--- config.mk ---
export PLATFORM = sky130hd
export DESIGN_NAME = days_between_dates_core
export DESIGN_NICKNAME = d
export VERILOG_FILES = /design/src/hw/rtl/dbd_pkg.sv /design/src/hw/rtl/days_between_dates_core.sv
export SDC_FILE = /design/constraint.sdc
export NUM_CORES = 1
export LEC_CHECK = 0
export BUFFER_PORTS_ARGS = -buffer_cell sky130_fd_sc_hd__buf_2
export CAP_MARGIN = 20
export CORE_ASPECT_RATIO = 1.1
export CORE_MARGIN = 2
export CORE_UTILIZATION = 62
export CTS_CLUSTER_DIAMETER = 50
export DETAILED_ROUTE_END_ITERATION = 8
export PLACE_DENSITY = 0.79
export REMOVE_ABC_BUFFERS = 1
export SYNTH_ARGS = -nofsm -noshare
export SYNTH_HDL_FRONTEND = slang
export SYNTH_SLANG_ARGS = --single-unit
--- constraint.sdc ---
create_clock -name clk_i -period 19.7 [get_ports clk_i]
set_clock_uncertainty 0.1 [all_clocks]
set_input_delay 0.985 -clock clk_i [delete_from_list [all_inputs] [get_ports clk_i]]
set_output_delay 0.985 -clock clk_i [all_outputs]
set_load 0.005 [all_outputs]
--- src/hw/rtl/dbd_pkg.sv ---
// Package for the Gregorian day-difference core: field widths, year bound,
// and the calendar helper functions used by days_between_dates_core.
// No dependencies.
package dbd_pkg;

  localparam int unsigned DayW   = 5;
  localparam int unsigned MonthW = 4;
  localparam int unsigned YearW  = 14;
  localparam int unsigned DiffW  = 23;

  // Upper bound on an accepted year (inclusive).
  localparam int unsigned MaxYear = 9999;
  localparam int unsigned YearCmpW = 17;

  // Reciprocal of 100 for 14-bit dividends: x / 100 == (x * 5243) >> 19.
  localparam int unsigned Recip100      = 5243;
  localparam int unsigned Recip100Shift = 19;
  localparam int unsigned RecipProdW    = YearW + 13;

  localparam logic [MonthW-1:0] MonthJan = 4'd1;
  localparam logic [MonthW-1:0] MonthFeb = 4'd2;
  localparam logic [MonthW-1:0] MonthMar = 4'd3;
  localparam logic [MonthW-1:0] MonthDec = 4'd12;

  typedef logic [DiffW-1:0] day_num_t;

  // Integer quotient by 100 of a year-sized value.
  function automatic logic [YearW-1:0] div100(input logic [YearW-1:0] x);
    logic [RecipProdW-1:0] p;
    p = RecipProdW'(x) * RecipProdW'(Recip100);
    return YearW'(p[RecipProdW-1:Recip100Shift]);
  endfunction

  function automatic logic is_leap(input logic [YearW-1:0] y);
    logic [YearW-1:0] q;
    logic [YearW-1:0] r;
    q = div100(y);
    r = y - YearW'(q * YearW'(100));
    return (y[1:0] == 2'd0 && r != '0) || (r == '0 && q[1:0] == 2'd0);
  endfunction

  function automatic logic [DayW-1:0] month_len(input logic [MonthW-1:0] m,
                                                input logic [YearW-1:0] y);
    logic [DayW-1:0] len;
    if (m inside {4'd1, 4'd3, 4'd5, 4'd7, 4'd8, 4'd10, 4'd12}) begin
      len = 5'd31;
    end else if (m inside {4'd4, 4'd6, 4'd9, 4'd11}) begin
      len = 5'd30;
    end else if (m == MonthFeb) begin
      len = is_leap(y) ? 5'd29 : 5'd28;
    end else begin
      len = '0;
    end
    return len;
  endfunction

  function automatic logic date_ok(input logic [DayW-1:0] d,
                                   input logic [MonthW-1:0] m,
                                   input logic [YearW-1:0] y);
    logic m_ok;
    logic y_ok;
    m_ok = (m >= MonthJan) && (m <= MonthDec);
    y_ok = (y != '0) && (YearCmpW'(y) <= YearCmpW'(MaxYear));
    return m_ok && y_ok && (d != '0) && (d <= month_len(m, y));
  endfunction

  // Days before the first of each month in a March-based year.
  function automatic logic [8:0] month_offset(input logic [MonthW-1:0] mm);
    logic [8:0] off;
    case (mm)
      4'd0:    off = 9'd0;
      4'd1:    off = 9'd31;
      4'd2:    off = 9'd61;
      4'd3:    off = 9'd92;
      4'd4:    off = 9'd122;
      4'd5:    off = 9'd153;
      4'd6:    off = 9'd184;
      4'd7:    off = 9'd214;
      4'd8:    off = 9'd245;
      4'd9:    off = 9'd275;
      4'd10:   off = 9'd306;
      4'd11:   off = 9'd337;
      default: off = 9'd0;
    endcase
    return off;
  endfunction

  // Closed-form Gregorian day number; meaningful for valid dates only.
  function automatic day_num_t day_number(input logic [DayW-1:0] d,
                                          input logic [MonthW-1:0] m,
                                          input logic [YearW-1:0] y);
    logic [YearW-1:0]  yy;
    logic [MonthW-1:0] mm;
    logic [YearW-1:0]  yq4;
    day_num_t          acc;
    yy  = (m < MonthMar) ? (y - YearW'(1)) : y;
    mm  = (m >= MonthMar) ? (m - MonthMar) : (m + 4'd9);
    yq4 = yy >> 2;
    acc = DiffW'(yy) * DiffW'(365);
    acc = acc + DiffW'(yq4) - DiffW'(div100(yy)) + DiffW'(div100(yq4));
    acc = acc + DiffW'(month_offset(mm)) + DiffW'(d);
    return acc;
  endfunction

endpackage

--- src/hw/rtl/days_between_dates_core.sv ---
// Gregorian day-difference core: top level, input register and result register.
// Depends on dbd_pkg for widths, the year bound and the calendar functions.
//
// Takes one word of two calendar dates (day, month, year) and returns one word
// holding the signed number of days from the first date to the second, plus a
// validity flag for each date. A date is valid when its month is 1 to 12, its
// day lies within that month (February 29 in Gregorian leap years only) and its
// year is 1 to MaxYear. When either date is invalid the difference reads 0.
// Throughput is one word per cycle while the output is not stalled; an accepted
// word passes through the input register and then the result register.
// Both day numbers are formed in a single combinational pass between those two
// registers (constant multiplies by 365 and a reciprocal of 100), which sets
// the clock limit. in_ready_o follows out_ready_i combinationally through the
// two-stage pipeline: a stage moves when it is empty or the stage after it
// moves, so a waiting result blocks a new word only when stage one is also
// holding a word.
module days_between_dates_core
  import dbd_pkg::*;
(
  input  logic                    clk_i,
  input  logic                    rst_ni,

  input  logic                    in_valid_i,
  output logic                    in_ready_o,
  input  logic [DayW-1:0]         first_day_i,
  input  logic [MonthW-1:0]       first_month_i,
  input  logic [YearW-1:0]        first_year_i,
  input  logic [DayW-1:0]         second_day_i,
  input  logic [MonthW-1:0]       second_month_i,
  input  logic [YearW-1:0]        second_year_i,

  output logic                    out_valid_o,
  input  logic                    out_ready_i,
  output logic signed [DiffW-1:0] day_difference_o,
  output logic                    first_valid_o,
  output logic                    second_valid_o
);

  // Stage one: captured input word.
  logic              s1_valid_q;
  logic [DayW-1:0]   d1_q, d2_q;
  logic [MonthW-1:0] m1_q, m2_q;
  logic [YearW-1:0]  y1_q, y2_q;

  // Stage two: result register.
  logic              s2_valid_q;
  logic [DiffW-1:0]  diff_q, diff_d;
  logic              v1_q, v1_d;
  logic              v2_q, v2_d;

  logic              s2_adv;
  logic              s1_adv;
  day_num_t          dn1, dn2;

  // Advance a stage when it is empty or its contents move on this cycle.
  assign s2_adv     = !s2_valid_q || out_ready_i;
  assign s1_adv     = !s1_valid_q || s2_adv;
  assign in_ready_o = s1_adv;

  always_ff @(posedge clk_i or negedge rst_ni) begin
    if (!rst_ni) begin
      s1_valid_q <= 1'b0;
    end else if (s1_adv) begin
      s1_valid_q <= in_valid_i;
    end
  end

  // Payload: load only on an accepted word.
  always_ff @(posedge clk_i) begin
    if (s1_adv && in_valid_i) begin
      d1_q <= first_day_i;
      m1_q <= first_month_i;
      y1_q <= first_year_i;
      d2_q <= second_day_i;
      m2_q <= second_month_i;
      y2_q <= second_year_i;
    end
  end

  // Check both dates and take the difference of their day numbers.
  always_comb begin
    v1_d   = date_ok(d1_q, m1_q, y1_q);
    v2_d   = date_ok(d2_q, m2_q, y2_q);
    dn1    = day_number(d1_q, m1_q, y1_q);
    dn2    = day_number(d2_q, m2_q, y2_q);
    // Drop the difference when either date fails the calendar check.
    diff_d = (v1_d && v2_d) ? (dn2 - dn1) : '0;
  end

  always_ff @(posedge clk_i or negedge rst_ni) begin
    if (!rst_ni) begin
      s2_valid_q <= 1'b0;
    end else if (s2_adv) begin
      s2_valid_q <= s1_valid_q;
    end
  end

  // Hold the result until the downstream side takes it.
  always_ff @(posedge clk_i) begin
    if (s2_adv && s1_valid_q) begin
      diff_q <= diff_d;
      v1_q   <= v1_d;
      v2_q   <= v2_d;
    end
  end

  assign out_valid_o      = s2_valid_q;
  assign day_difference_o = $signed(diff_q);
  assign first_valid_o    = v1_q;
  assign second_valid_o   = v2_q;

`ifndef SYNTH
  // An invalid date on either side always yields a zero difference.
  a_invalid_zero: assert property (@(posedge clk_i) disable iff (!rst_ni)
    out_valid_o && !(first_valid_o && second_valid_o) |-> day_difference_o == '0)
    else $error("nonzero difference with an invalid date");

  // An empty input stage must always take a word.
  a_empty_ready: assert property (@(posedge clk_i) disable iff (!rst_ni)
    !s1_valid_q |-> in_ready_o)
    else $error("input stage empty but not ready");

  // A word stuck in stage one stays there.
  a_s1_hold: assert property (@(posedge clk_i) disable iff (!rst_ni)
    s1_valid_q && !s1_adv |=> s1_valid_q && $stable(y1_q) && $stable(y2_q))
    else $error("stalled input word lost or changed");

  // Identical valid dates give a zero difference.
  a_same_date: assert property (@(posedge clk_i) disable iff (!rst_ni)
    s1_valid_q && v1_d && d1_q == d2_q && m1_q == m2_q && y1_q == y2_q
      |-> diff_d == '0)
    else $error("same date gives nonzero difference");

  // A result moves into stage two exactly when stage one held a word.
  a_s2_fill: assert property (@(posedge clk_i) disable iff (!rst_ni)
    s2_adv && s1_valid_q |=> out_valid_o)
    else $error("result register failed to load");
`endif

endmodule
==> results of run 1 <==
routing by layer:
| layer | GRT usage, % | up-vias | wire (µm) |
|---|---|---|---|
| met5 | 0 | - | 0 |
| met4 | 14.21 | 0 | 3878 |
| met3 | 3.528 | 179 | 4083 |
| met2 | 50.25 | 614 | 36290 |
| met1 | 38.94 | 10810 | 30820 |
| li1 | - | 10410 | - |
metrics by stage:
step	utilization, %	cells	worst slack [ps]	area, µm²
finish	66.11	4003	5839	33750
global route	66.11	4003	5188	33750
CTS	66.05	4000	5893	33720
detailed placement	65.40	3984	5966	33390
global placement	65.40	3984	6225	33390
floorplan	-	3213	7363	31910
cell usage in the layout (no fill, tap or decap), types with 6 or more instances in the layout:
master | Yosys | routed
inv_1 | 977 | 977
ha_1 | 786 | 786
fa_1 | 550 | 550
a21oi_1 | 95 | 95
nor2_1 | 85 | 85
nand2_1 | 80 | 80
buf_2 | 0 | 76
xnor2_1 | 78 | 74
edfxtp_1 | 71 | 71
o21ai_0 | 53 | 53
a21o_1 | 48 | 48
xor2_1 | 37 | 37
nand3_1 | 36 | 36
buf_4 | 0 | 30
nor3_1 | 24 | 24
nand2b_1 | 24 | 24
and3_1 | 20 | 20
nor2b_1 | 20 | 20
and2_1 | 17 | 16
nand4_1 | 15 | 15
o211ai_1 | 15 | 15
a211oi_1 | 14 | 14
o21a_1 | 13 | 13
a31oi_1 | 11 | 11
or2_2 | 10 | 10
clkbuf_16 | 0 | 9
a21boi_0 | 8 | 8
nand3b_1 | 7 | 7
o21bai_1 | 7 | 7
o31ai_1 | 6 | 6
cell families (layout without fill, tap and decap cells):
| group | Yosys count | count (layout) | synth area share (%) |
|---|---|---|---|
| muxes | 5 | 5 | 0.1566 |
| AOI/OAI and AO/OA | 333 | 333 | 6.935 |
| DFF | 73 | 73 | 6.829 |
| buffers and inverters | 990 | 1101 | 11.63 |
| xor gates and xnor gates | 116 | 116 | 3.223 |
| and+or+nand+nor | 372 | 372 | 5.987 |
| adders and majority gates | 1336 | 1336 | 65.24 |
critical path: cells and delay by family (launching register included):
family | cells | cell delay (ps)
AOI/OAI and AO/OA | 7 | 2630
xor gates and xnor gates | 2 | 860
adders and majority gates | 14 | 6680
muxes | 1 | 140
DFF | 1 | 550
buffers and inverters | 10 | 1040
and+or+nand+nor | 9 | 1590
how the worst min path moves through the flow:
stage / start / end / slack [ps]
finish: rst_ni / out_valid_o$_DFFE_PN0P_ / 270
global route: rst_ni / out_valid_o$_DFFE_PN0P_ / 270
CTS: rst_ni / out_valid_o$_DFFE_PN0P_ / 260
detailed placement: s1_valid_q$_DFFE_PN0N_ / out_valid_o$_DFFE_PN0P_ / 390
global placement: s1_valid_q$_DFFE_PN0N_ / out_valid_o$_DFFE_PN0P_ / 370
floorplan: s1_valid_q$_DFFE_PN0N_ / out_valid_o$_DFFE_PN0P_ / 350
area by class of cell:
class,instances,area [µm²],area share (%)
multi-input cells,2162,26110,77.36
inverters,978,3671,10.88
flip-flops and latches,73,2182,6.465
well taps,667,834.6,2.473
repair buffers,107,620.6,1.839
clock buffers,9,225.2,0.6673
clock inverters,7,108.9,0.3225
registers in the layout (all words and copies together), names as in the netlist:
register	cells
d2_q	5
y1_q	14
m1_q	4
day_difference_o	23
y2_q	14
out_valid_o	1
d1_q	5
m2_q	4
first_valid_o	1
s1_valid_q	1
second_valid_o	1
==> metrics.md, run 1 <==
| Metric | Value |
|---|---|
| #FFs+latches synth | 73 |
| Min-Delay Path Class | primary input to asynchronous set/reset pin |
| Die footprint | approximately 0.053 mm² |
| Crit path from | m2_q[0]$_DFFE_PP_ |
| RSZ-0062 raised after global routing | false |
| EDFF count, synth | 71 |
| Remaining DRCs | 0 |
| Synth-to-layout area growth | 5.635% |
| Setup CP Type | flop to flop |
| Most common cell in the netlist | inv_1 |
| Mapped Avg Cell Area | roughly 9.9 µm² |
| Sequential fraction of the synthesis area | between 6 and 7% |
| Vias in the first global route | about 24000 |
| Synth async-reset ratio | 2.740% |
| Share of layout cells above drive strength 1 | under 10% |
| Slew @ Worst Pin | between 1000 and 1500 ps |
| CTS Hold Buffers Added | 0 |
| Largest area contributor in the netlist | fa_1 |
| Nets | 4717 |
| Initial antenna violation count | 0 |
| Worst-Skew Late Latency | roughly 400 ps |
| CTS root buffer | clkbuf_16 |
| Biggest cell delay along the critical path | just over 800 ps |
| Max-slew headroom | 25.87% |
| Die W | 220.5 µm |
| Core ar. | around 0.051 mm² |
| PortBufs | between 70 and 80 |
| Vias | ~22000 |
| Final hold vios | 0 |
| Post-CTS sizing | 0 |
| Worst path most repeated cell | fa_1 |
| CP Data Required Time | between 15000 and 20000 ps |
| Diodes inserted | 0 |
| First-pass GRT wire length | 123.2 mm |
| Largest net degree at the start of global routing | 47 |
| Drt initial violations | roughly 1300 |
| Final Routed Wirelength | 75.07 mm |
| Slowest-stage cell, CP | a311oi_1 |
| CTS Buf Count | 9 |
| R2R cell count | 43 |
| Period minus WS final | between 10000 and 15000 ps |
| Final GP Congestion | between 0.9 and 1 |
| Worst endpoint data arrival time | 13890 ps |
| Total GRT Usage | 30.10% |
| Drt pass-1 iters | 5 |
| Routed wire per std cell | ~19 µm |
| Worst setup path endpoint | day_difference_o[22]$_SDFFCE_PN0P_ |
| Post-DRT Antenna Nets | 0 |
| Mapped cell area | roughly 0.032 mm² |
| Longest Clk Path Bufs | 2 |
| R2R setup slack | between 5000 and 6000 ps |
| Max Fanout on Critical Path | 14 |
| Pins over their slew limit | 0 |
| Rows | between 80 and 90 |
| Total gr overflow | 0 |
| Final period util | between 70 and 80% |
| Yosys warnings | 0 |
| Vias/cell | between 5 and 6 |
| DIE HEIGHT | approximately 240 µm |
| Post-synth top area share | around a third |
| Post-synthesis cell count | approximately 3200 |
| Crit start category | flop |
| Setup TNS | 0 ps |
| Max Fclk | approximately 70 MHz |
| Reg2reg end | day_difference_o[22]$_SDFFCE_PN0P_ |
| Filler instances | ~4000 |
| Critical path endpoint category | flop |
| Status | complete, no violations |
| Hold Slack | 274.6 ps |
| Setup violators final | 0 |
| DP Wirelength | ~66 mm |
| Initial Util | a little over three fifths |
| H-tree Lvls | 3 |
| Synth top cells by count | 977 x inv_1, 786 x ha_1, 550 x fa_1 |
| CTS tree | done |
| Clk sinks | 73 |
| Post-synth cell types | between 70 and 80 |
| Post-CTS Setup Bufs | 0 |
| Io pins | 77 |
| Clock-pin slew on the worst setup and hold paths | 90 ps |
| Max-Cap Viols | 0 |
| Synth top area cells | fa_1 34%, ha_1 31%, inv_1 11% |
| Worst r2r src | m2_q[0]$_DFFE_PP_ |
| Post-synth top flop | edfxtp_1 |
Power of run 1 is left out: the tool's default activity adds up to more than one toggle a clock period on the data nets, which glitch-free logic cannot reach.
==> run 2, diff against run 1 <==
--- a/config.mk
+++ b/config.mk
@@ -5,14 +5,15 @@
 export SDC_FILE = /design/constraint.sdc
 export NUM_CORES = 1
 export LEC_CHECK = 0
+export ABC_AREA = 1
 export BUFFER_PORTS_ARGS = -buffer_cell sky130_fd_sc_hd__buf_2
 export CAP_MARGIN = 20
 export CORE_ASPECT_RATIO = 1.1
 export CORE_MARGIN = 2
-export CORE_UTILIZATION = 62
+export CORE_UTILIZATION = 61
 export CTS_CLUSTER_DIAMETER = 50
 export DETAILED_ROUTE_END_ITERATION = 8
-export PLACE_DENSITY = 0.79
+export PLACE_DENSITY = 0.81
 export REMOVE_ABC_BUFFERS = 1
 export SYNTH_ARGS = -nofsm -noshare
 export SYNTH_HDL_FRONTEND = slang
==> constraint.sdc (replaced) <==
create_clock -name clk_i -period 12.6 [get_ports clk_i]
set_clock_uncertainty 0.1 [all_clocks]
set_input_delay 0.63 -clock clk_i [delete_from_list [all_inputs] [get_ports clk_i]]
set_output_delay 0.63 -clock clk_i [all_outputs]
set_load 0.005 [all_outputs]
==> metrics.md, run 2 <==
| Metric | Value |
|---|---|
| Status | complete, no violations |
| Synth top area cells | fa_1 32%, ha_1 28%, inv_1 13% |
| Worst r2r src | y2_q[2]$_DFFE_PP_ |
| Mapped Avg Cell Area | 8.602 µm² (-13%) |
| Total gr overflow | 0 (unchanged) |
| Core ar. | 0.05613 mm² (+10%) |
| CTS tree | done |
| Max FFs per register | 23 (unchanged) |
| Drt initial violations | 1686 (+35%) |
| Initial Util | 61.88% (-0.70 points) |
| DP Wirelength | 81.36 mm (+23%) |
| Hold Slack | 334.1 ps (+59.52 ps) |
| Remaining DRCs | 0 (unchanged) |
| #FFs+latches synth | 73 (unchanged) |
| Clk sinks | 73 (unchanged) |
| Die footprint | 0.05887 mm² (+10%) |
| Total GRT Usage | 32.48% (+2.4 points) |
| Pins over their slew limit | 0 (unchanged) |
| Critical path endpoint category | flop |
| Die W | 231.5 µm (+5.0%) |
| Max-Cap Viols | 0 (unchanged) |
| H-tree Lvls | 3 (unchanged) |
| Share of layout cells above drive strength 1 | 5.252% (+0.79 points) |
| Register Area | 0.002182 mm² (unchanged) |
| Setup violators final | 0 (unchanged) |
| Largest net degree at the start of global routing | 47 (unchanged) |
| Post-DRT Antenna Nets | 0 (unchanged) |
| R2R setup slack | 590 ps (-5240 ps) |
| Io pins | 77 (unchanged) |
| Post-synth top area share | 31.70% (-2.8 points) |
| First-pass GRT wire length | 147.4 mm (+20%) |
| Vias/cell | 5.416 (-1.5%) |
| Worst setup path endpoint | day_difference_o[16]$_SDFFCE_PN0P_ |
| Initial antenna violation count | 1 (+1) |
| Synth-to-layout area growth | 6.152% |
| Routed wire per std cell | 18.48 µm (-1.5%) |
| Setup CP Type | flop to flop |
| Worst path most repeated cell | fa_1 |
| Biggest cell delay along the critical path | 590 ps (-230 ps) |
| Post-synthesis cell count | 4038 (+25%) |
| Drt pass-1 iters | 5 (unchanged) |
| Worst endpoint data arrival time | 12030 ps (-1860 ps) |
| Crit path from | y2_q[2]$_DFFE_PP_ |
| R2R cell count | 50 (+16%) |
| Setup WS pre-CTS | 378.9 ps (-5587 ps) |
| Crit start category | flop |
| Most frequent cells in the layout | 1176 x inv_1, 786 x ha_1, 550 x fa_1, 500 x nand2_1, 185 x nor2_1 |
| Worst-Skew Late Latency | 370 ps (-30 ps) |
| Most common cell after layout, fill and taps aside | inv_1 |
| Final hold vios | 0 (unchanged) |
| Setup ws final | 594.1 ps (-5245 ps) |
| CP Data Required Time | 12620 ps (-7110 ps) |
| Multi-input logic area | 0.02812 mm² (+7.7%) |
| Post-synth top flop | edfxtp_1 |
| Nets | 5570 (+18%) |
| PortBufs | 76 (unchanged) |
| Max Fanout on Critical Path | 10 (-4) |
| Yosys warnings | 0 (unchanged) |
| Most common cell in the netlist | inv_1 |
| Slew @ Worst Pin | 960.3 ps (-151.8 ps) |
| DIE HEIGHT | 254.3 µm (+5.0%) |
| Largest area contributor in the netlist | fa_1 |
| CTS root buffer | clkbuf_16 |
| Min-Delay Path Class | primary input to flop |
| Final period util | 95.28% (+25 points) |
| Final Util | 65.69% (-0.42 points) |
| Max Fclk | 83.29 MHz (+15%) |
| Longest Clk Path Bufs | 2 (unchanged) |
| Vias in the first global route | 28370 (+18%) |
| Post-synth cell types | 58 (-22%) |
| Final GP Congestion | 0.9992 (+0.24%) |
| CP delay by family, top | adder cells |
| Rows | 91 (+4.6%) |
| EDFF count, synth | 71 (unchanged) |
| Vias | 26720 (+21%) |
| Mapped cell area | 0.03474 mm² (+8.7%) |
| Filler instances | 4498 (+14%) |
| Max-slew headroom | 35.76% (+9.9 points) |
| Final Routed Wirelength | 91.18 mm (+21%) |
| Period minus WS final | 12010 ps (-1855 ps) |
| Synth async-reset ratio | 2.740% (unchanged) |
| Stages on worst setup path | 50 (+16%) |
| CP bufs+invs | 12 (+2) |
| Sequential fraction of the synthesis area | 6.282% (-0.55 points) |
| Reg2reg end | day_difference_o[16]$_SDFFCE_PN0P_ |
| Slowest-stage cell, CP | fa_1 |
| Clock-pin slew on the worst setup and hold paths | 70 ps (-20 ps) |
| CTS Buf Count | 9 (unchanged) |
| Synth top cells by count | 1181 x inv_1, 786 x ha_1, 550 x fa_1 |
[run 2: cell families after synthesis]
kind of cell	after synthesis	share of synthesized area, %
AOI/OAI and AO/OA	372	6.116
xor gates and xnor gates	103	2.597
adders and majority gates	1336	60.01
buffers and inverters	1199	13.05
DFF	73	6.282
and+or+nand+nor	955	11.94
[run 2: layer usage]
| layer | share of wire, % | up-vias | GRT usage, % |
|---|---|---|---|
| met5 | 0 | - | 0 |
| met4 | 6.2 | 0 | 17.53 |
| met3 | 6.9 | 270 | 6.082 |
| met2 | 47 | 893 | 53.71 |
| met1 | 40 | 12780 | 40.42 |
| li1 | - | 12780 | - |
[run 2: repair_timing]
item                                   in CTS  in global routing
endpoints found under the hold margin       2                  0
buffers inserted                            0                 11
hold buffers                                1                  0
setup endpoints to repair                   0                 16
resized for setup                           0                 20
[run 2: worst min-delay path by stage]
stage                     from                      end  slack (ps)  cells past startpoint
2_1_floorplan           rst_ni  out_valid_o$_DFFE_PN0P_         230                      0
3_3_place_gp            rst_ni   s1_valid_q$_DFFE_PN0N_         320                      1
3_5_place_dp            rst_ni   s1_valid_q$_DFFE_PN0N_         320                      1
4_1_cts        first_year_i[6]        y1_q[6]$_DFFE_PP_         320                      1
5_1_grt        first_year_i[9]        y1_q[9]$_DFFE_PP_         330                      1
6_report       first_year_i[9]        y1_q[9]$_DFFE_PP_         330                      1
[run 2: stage by stage]
stage | instance area (µm²) | instances | TNS (ps)
4_1_cts | 36660 | 4921 | 0
3_3_place_gp | 36390 | 4904 | 0
5_1_grt | 36870 | 4933 | -68.07
2_1_floorplan | 34700 | 4035 | 0
3_5_place_dp | 36390 | 4904 | 0
6_report | 36870 | 4934 | 0
[run 2: area by class of cell]
type / count / share of cell area, %
Antenna cell: 1 / 0.006787
Clock buffer: 11 / 0.6311
Clock inverter: 5 / 0.08144
Inverter: 1196 / 12.21
Multi-Input combinational cell: 2766 / 76.26
Sequential cell: 73 / 5.918
Tap cell: 744 / 2.525
Timing Repair Buffer: 138 / 2.365
Power of run 2 is left out for the same reason.
==> run 3, diff against run 2 <==
--- a/config.mk
+++ b/config.mk
@@ -10,10 +10,10 @@
 export CAP_MARGIN = 20
 export CORE_ASPECT_RATIO = 1.1
 export CORE_MARGIN = 2
-export CORE_UTILIZATION = 61
+export CORE_UTILIZATION = 55
 export CTS_CLUSTER_DIAMETER = 50
 export DETAILED_ROUTE_END_ITERATION = 8
-export PLACE_DENSITY = 0.81
+export PLACE_DENSITY = 0.74
 export REMOVE_ABC_BUFFERS = 1
 export SYNTH_ARGS = -nofsm -noshare
 export SYNTH_HDL_FRONTEND = slang
==> metrics.md, run 3 (synthesis gave the netlist of run 2 again) <==
| Metric | Value |
|---|---|
| Met2 Use GR | 48.56% (-5.2 points) |
| Max FFs per register | 23 (unchanged) |
| Biggest cell delay along the critical path | 610 ps (+20 ps) |
| Vias | 26670 (-0.19%) |
| Routing usage on met3 | 3.778% (-2.3 points) |
| Final GP Congestion | 1.017 (+1.8%) |
| Setup violators final | 0 (unchanged) |
| Drt initial violations | 2054 (+22%) |
| DP Wirelength | 81.54 mm (+0.22%) |
| CTS Buf Count | 9 (unchanged) |
| CTS tree | done |
| Critical path endpoint category | flop |
| Min-Delay Startpoint | second_month_i[2] |
| Worst endpoint data arrival time | 11990 ps (-40 ps) |
| Die W | 243.6 µm (+5.2%) |
| Min-Delay Path Class | primary input to flop |
| DIE HEIGHT | 267.6 µm (+5.2%) |
| Initial antenna violation count | 1 (unchanged) |
| Slowest-stage cell, CP | fa_1 |
| R2R setup slack | 650 ps (+60 ps) |
| Crit start category | flop |
| Rows | 96 (+5.5%) |
| Final Routed Wirelength | 90.86 mm (-0.35%) |
| Placed cell count | 4990 (+1.8%) |
| Largest net degree at the start of global routing | 47 (unchanged) |
| Die footprint | 0.06519 mm² (+11%) |
| Drt pass-1 iters | 7 (+2) |
| Clk sinks | 73 (unchanged) |
| Core ar. | 0.06246 mm² (+11%) |
| Final hold vios | 0 (unchanged) |
| Setup CP Type | flop to flop |
| Post-DRT Antenna Nets | 0 (unchanged) |
| Nets | 5570 (unchanged) |
| Period minus WS final | 11950 ps (-55.77 ps) |
| Vias in the first global route | 27660 (-2.5%) |
| Total gr overflow | 0 (unchanged) |
| Hold path depth | 1 (unchanged) |
| Max-Cap Viols | 0 (unchanged) |
| Crit path from | y2_q[4]$_DFFE_PP_ |
| Worst r2r src | y2_q[4]$_DFFE_PP_ |
| Met1 Use GR | 37.95% (-2.5 points) |
| CTS root buffer | clkbuf_16 |
| Global routing's busiest layer | met2 |
| Placed inst area | 0.03648 mm² (+0.24%) |
| Slew @ Worst Pin | 990.5 ps (+30.19 ps) |
| Max Fclk | 83.68 MHz (+0.47%) |
| Total GRT Usage | 28.86% (-3.6 points) |
| Vias/cell | 5.311 (-1.9%) |
| Pins over their slew limit | 0 (unchanged) |
| Initial Util | 55.61% (-6.3 points) |
| Max Fanout on Critical Path | 10 (unchanged) |
| Design Area, Final | 0.03695 mm² (+0.21%) |
| Clock-pin slew on the worst setup and hold paths | 70 ps (about the same) |
| Status | complete, no violations |
| Final period util | 94.84% (-0.44 points) |
| Max-slew headroom | 33.75% (-2.0 points) |
| PortBufs | 76 (unchanged) |
| CP Data Required Time | 12640 ps (+20 ps) |
| Io pins | 77 (unchanged) |
| H-tree Lvls | 3 (unchanged) |
| Share of layout cells above drive strength 1 | 5.109% (-0.14 points) |
| R2R cell count | 47 (-6.0%) |
| Diodes inserted | 0 (-1) |
| Remaining DRCs | 0 (unchanged) |
| Synth-to-layout area growth | 6.372% |
| Worst-Skew Late Latency | 380 ps (about the same) |
| Most frequent cells in the layout | 1178 x inv_1, 786 x ha_1, 550 x fa_1, 500 x nand2_1, 186 x nor2_1 |
| Final Non-Filler Cells | 5022 (+1.8%) |
| Most common cell after layout, fill and taps aside | inv_1 |
| Routed wire per std cell | 18.09 µm (-2.1%) |
| Longest Clk Path Bufs | 2 (unchanged) |
| First-pass GRT wire length | 145.6 mm (-1.2%) |
| Worst path most repeated cell | fa_1 |
-- run 3: cell types whose count changed in the layout (fill, tap and decap cells not counted), sizes merged --
cell	previous run	this run
bufinv	0	1
clkbuf	11	10
clkinv	6	5
clkinvlp	2	4
diode	1	0
inv	1193	1192
-- run 3: what timing repair did --
action,CTS,global route
hold buffers,1,0
endpoints found under the hold margin,2,0
gates resized for setup,0,7
endpoints found under the setup margin,0,11
buffers inserted,0,14
-- run 3: layer usage --
| metal | vias up | routed length (µm) |
|---|---|---|
| li1 | 12810 | - |
| met1 | 12830 | 38250 |
| met2 | 849 | 42820 |
| met3 | 182 | 5888 |
| met4 | 0 | 3899 |
| met5 | - | 0 |
-- run 3: final cells by class --
type | instances | area (µm²)
clock buffers | 10 | 229.0
clock inverters | 6 | 67.56
fillers | 5574 | 25510
inverters | 1196 | 4503
multi-input cells | 2766 | 28060
flip-flops and latches | 73 | 2182
well taps | 833 | 1042
repair buffers | 138 | 860.8
-- run 3: metrics by stage --
step	util [%]	TNS, ps	setup WS, ps	hold slack [ps]
after floorplan	-	0	1250	234.4
after global placement	58.40	0	516.0	318.8
final	59.16	0	649.9	324.3
after detailed placement	58.40	0	491.1	320.5
after CTS	58.89	0	418.8	317.0
after global routing	59.16	-31.26	-31.26	320.9
-- run 3: final timing paths --
path | end
setup / recovery | day_difference_o[16]$_SDFFCE_PN0P_
hold / removal | m2_q[2]$_DFFE_PP_
setup reg to reg | day_difference_o[16]$_SDFFCE_PN0P_
hold reg to reg | out_valid_o$_DFFE_PN0P_
max in group asynchronous | out_valid_o$_DFFE_PN0P_
min in group asynchronous | s1_valid_q$_DFFE_PN0N_
-- run 3: critical path: cells and delay by family, from the launching register on --
family | cells | cell delay, ps
compound gates | 4 | 770
flops | 1 | 550
xor+xnor | 2 | 530
fa+ha+maj | 16 | 7340
buf+inv | 13 | 1260
simple gates | 12 | 1160
Power of run 3 is left out for the same reason.
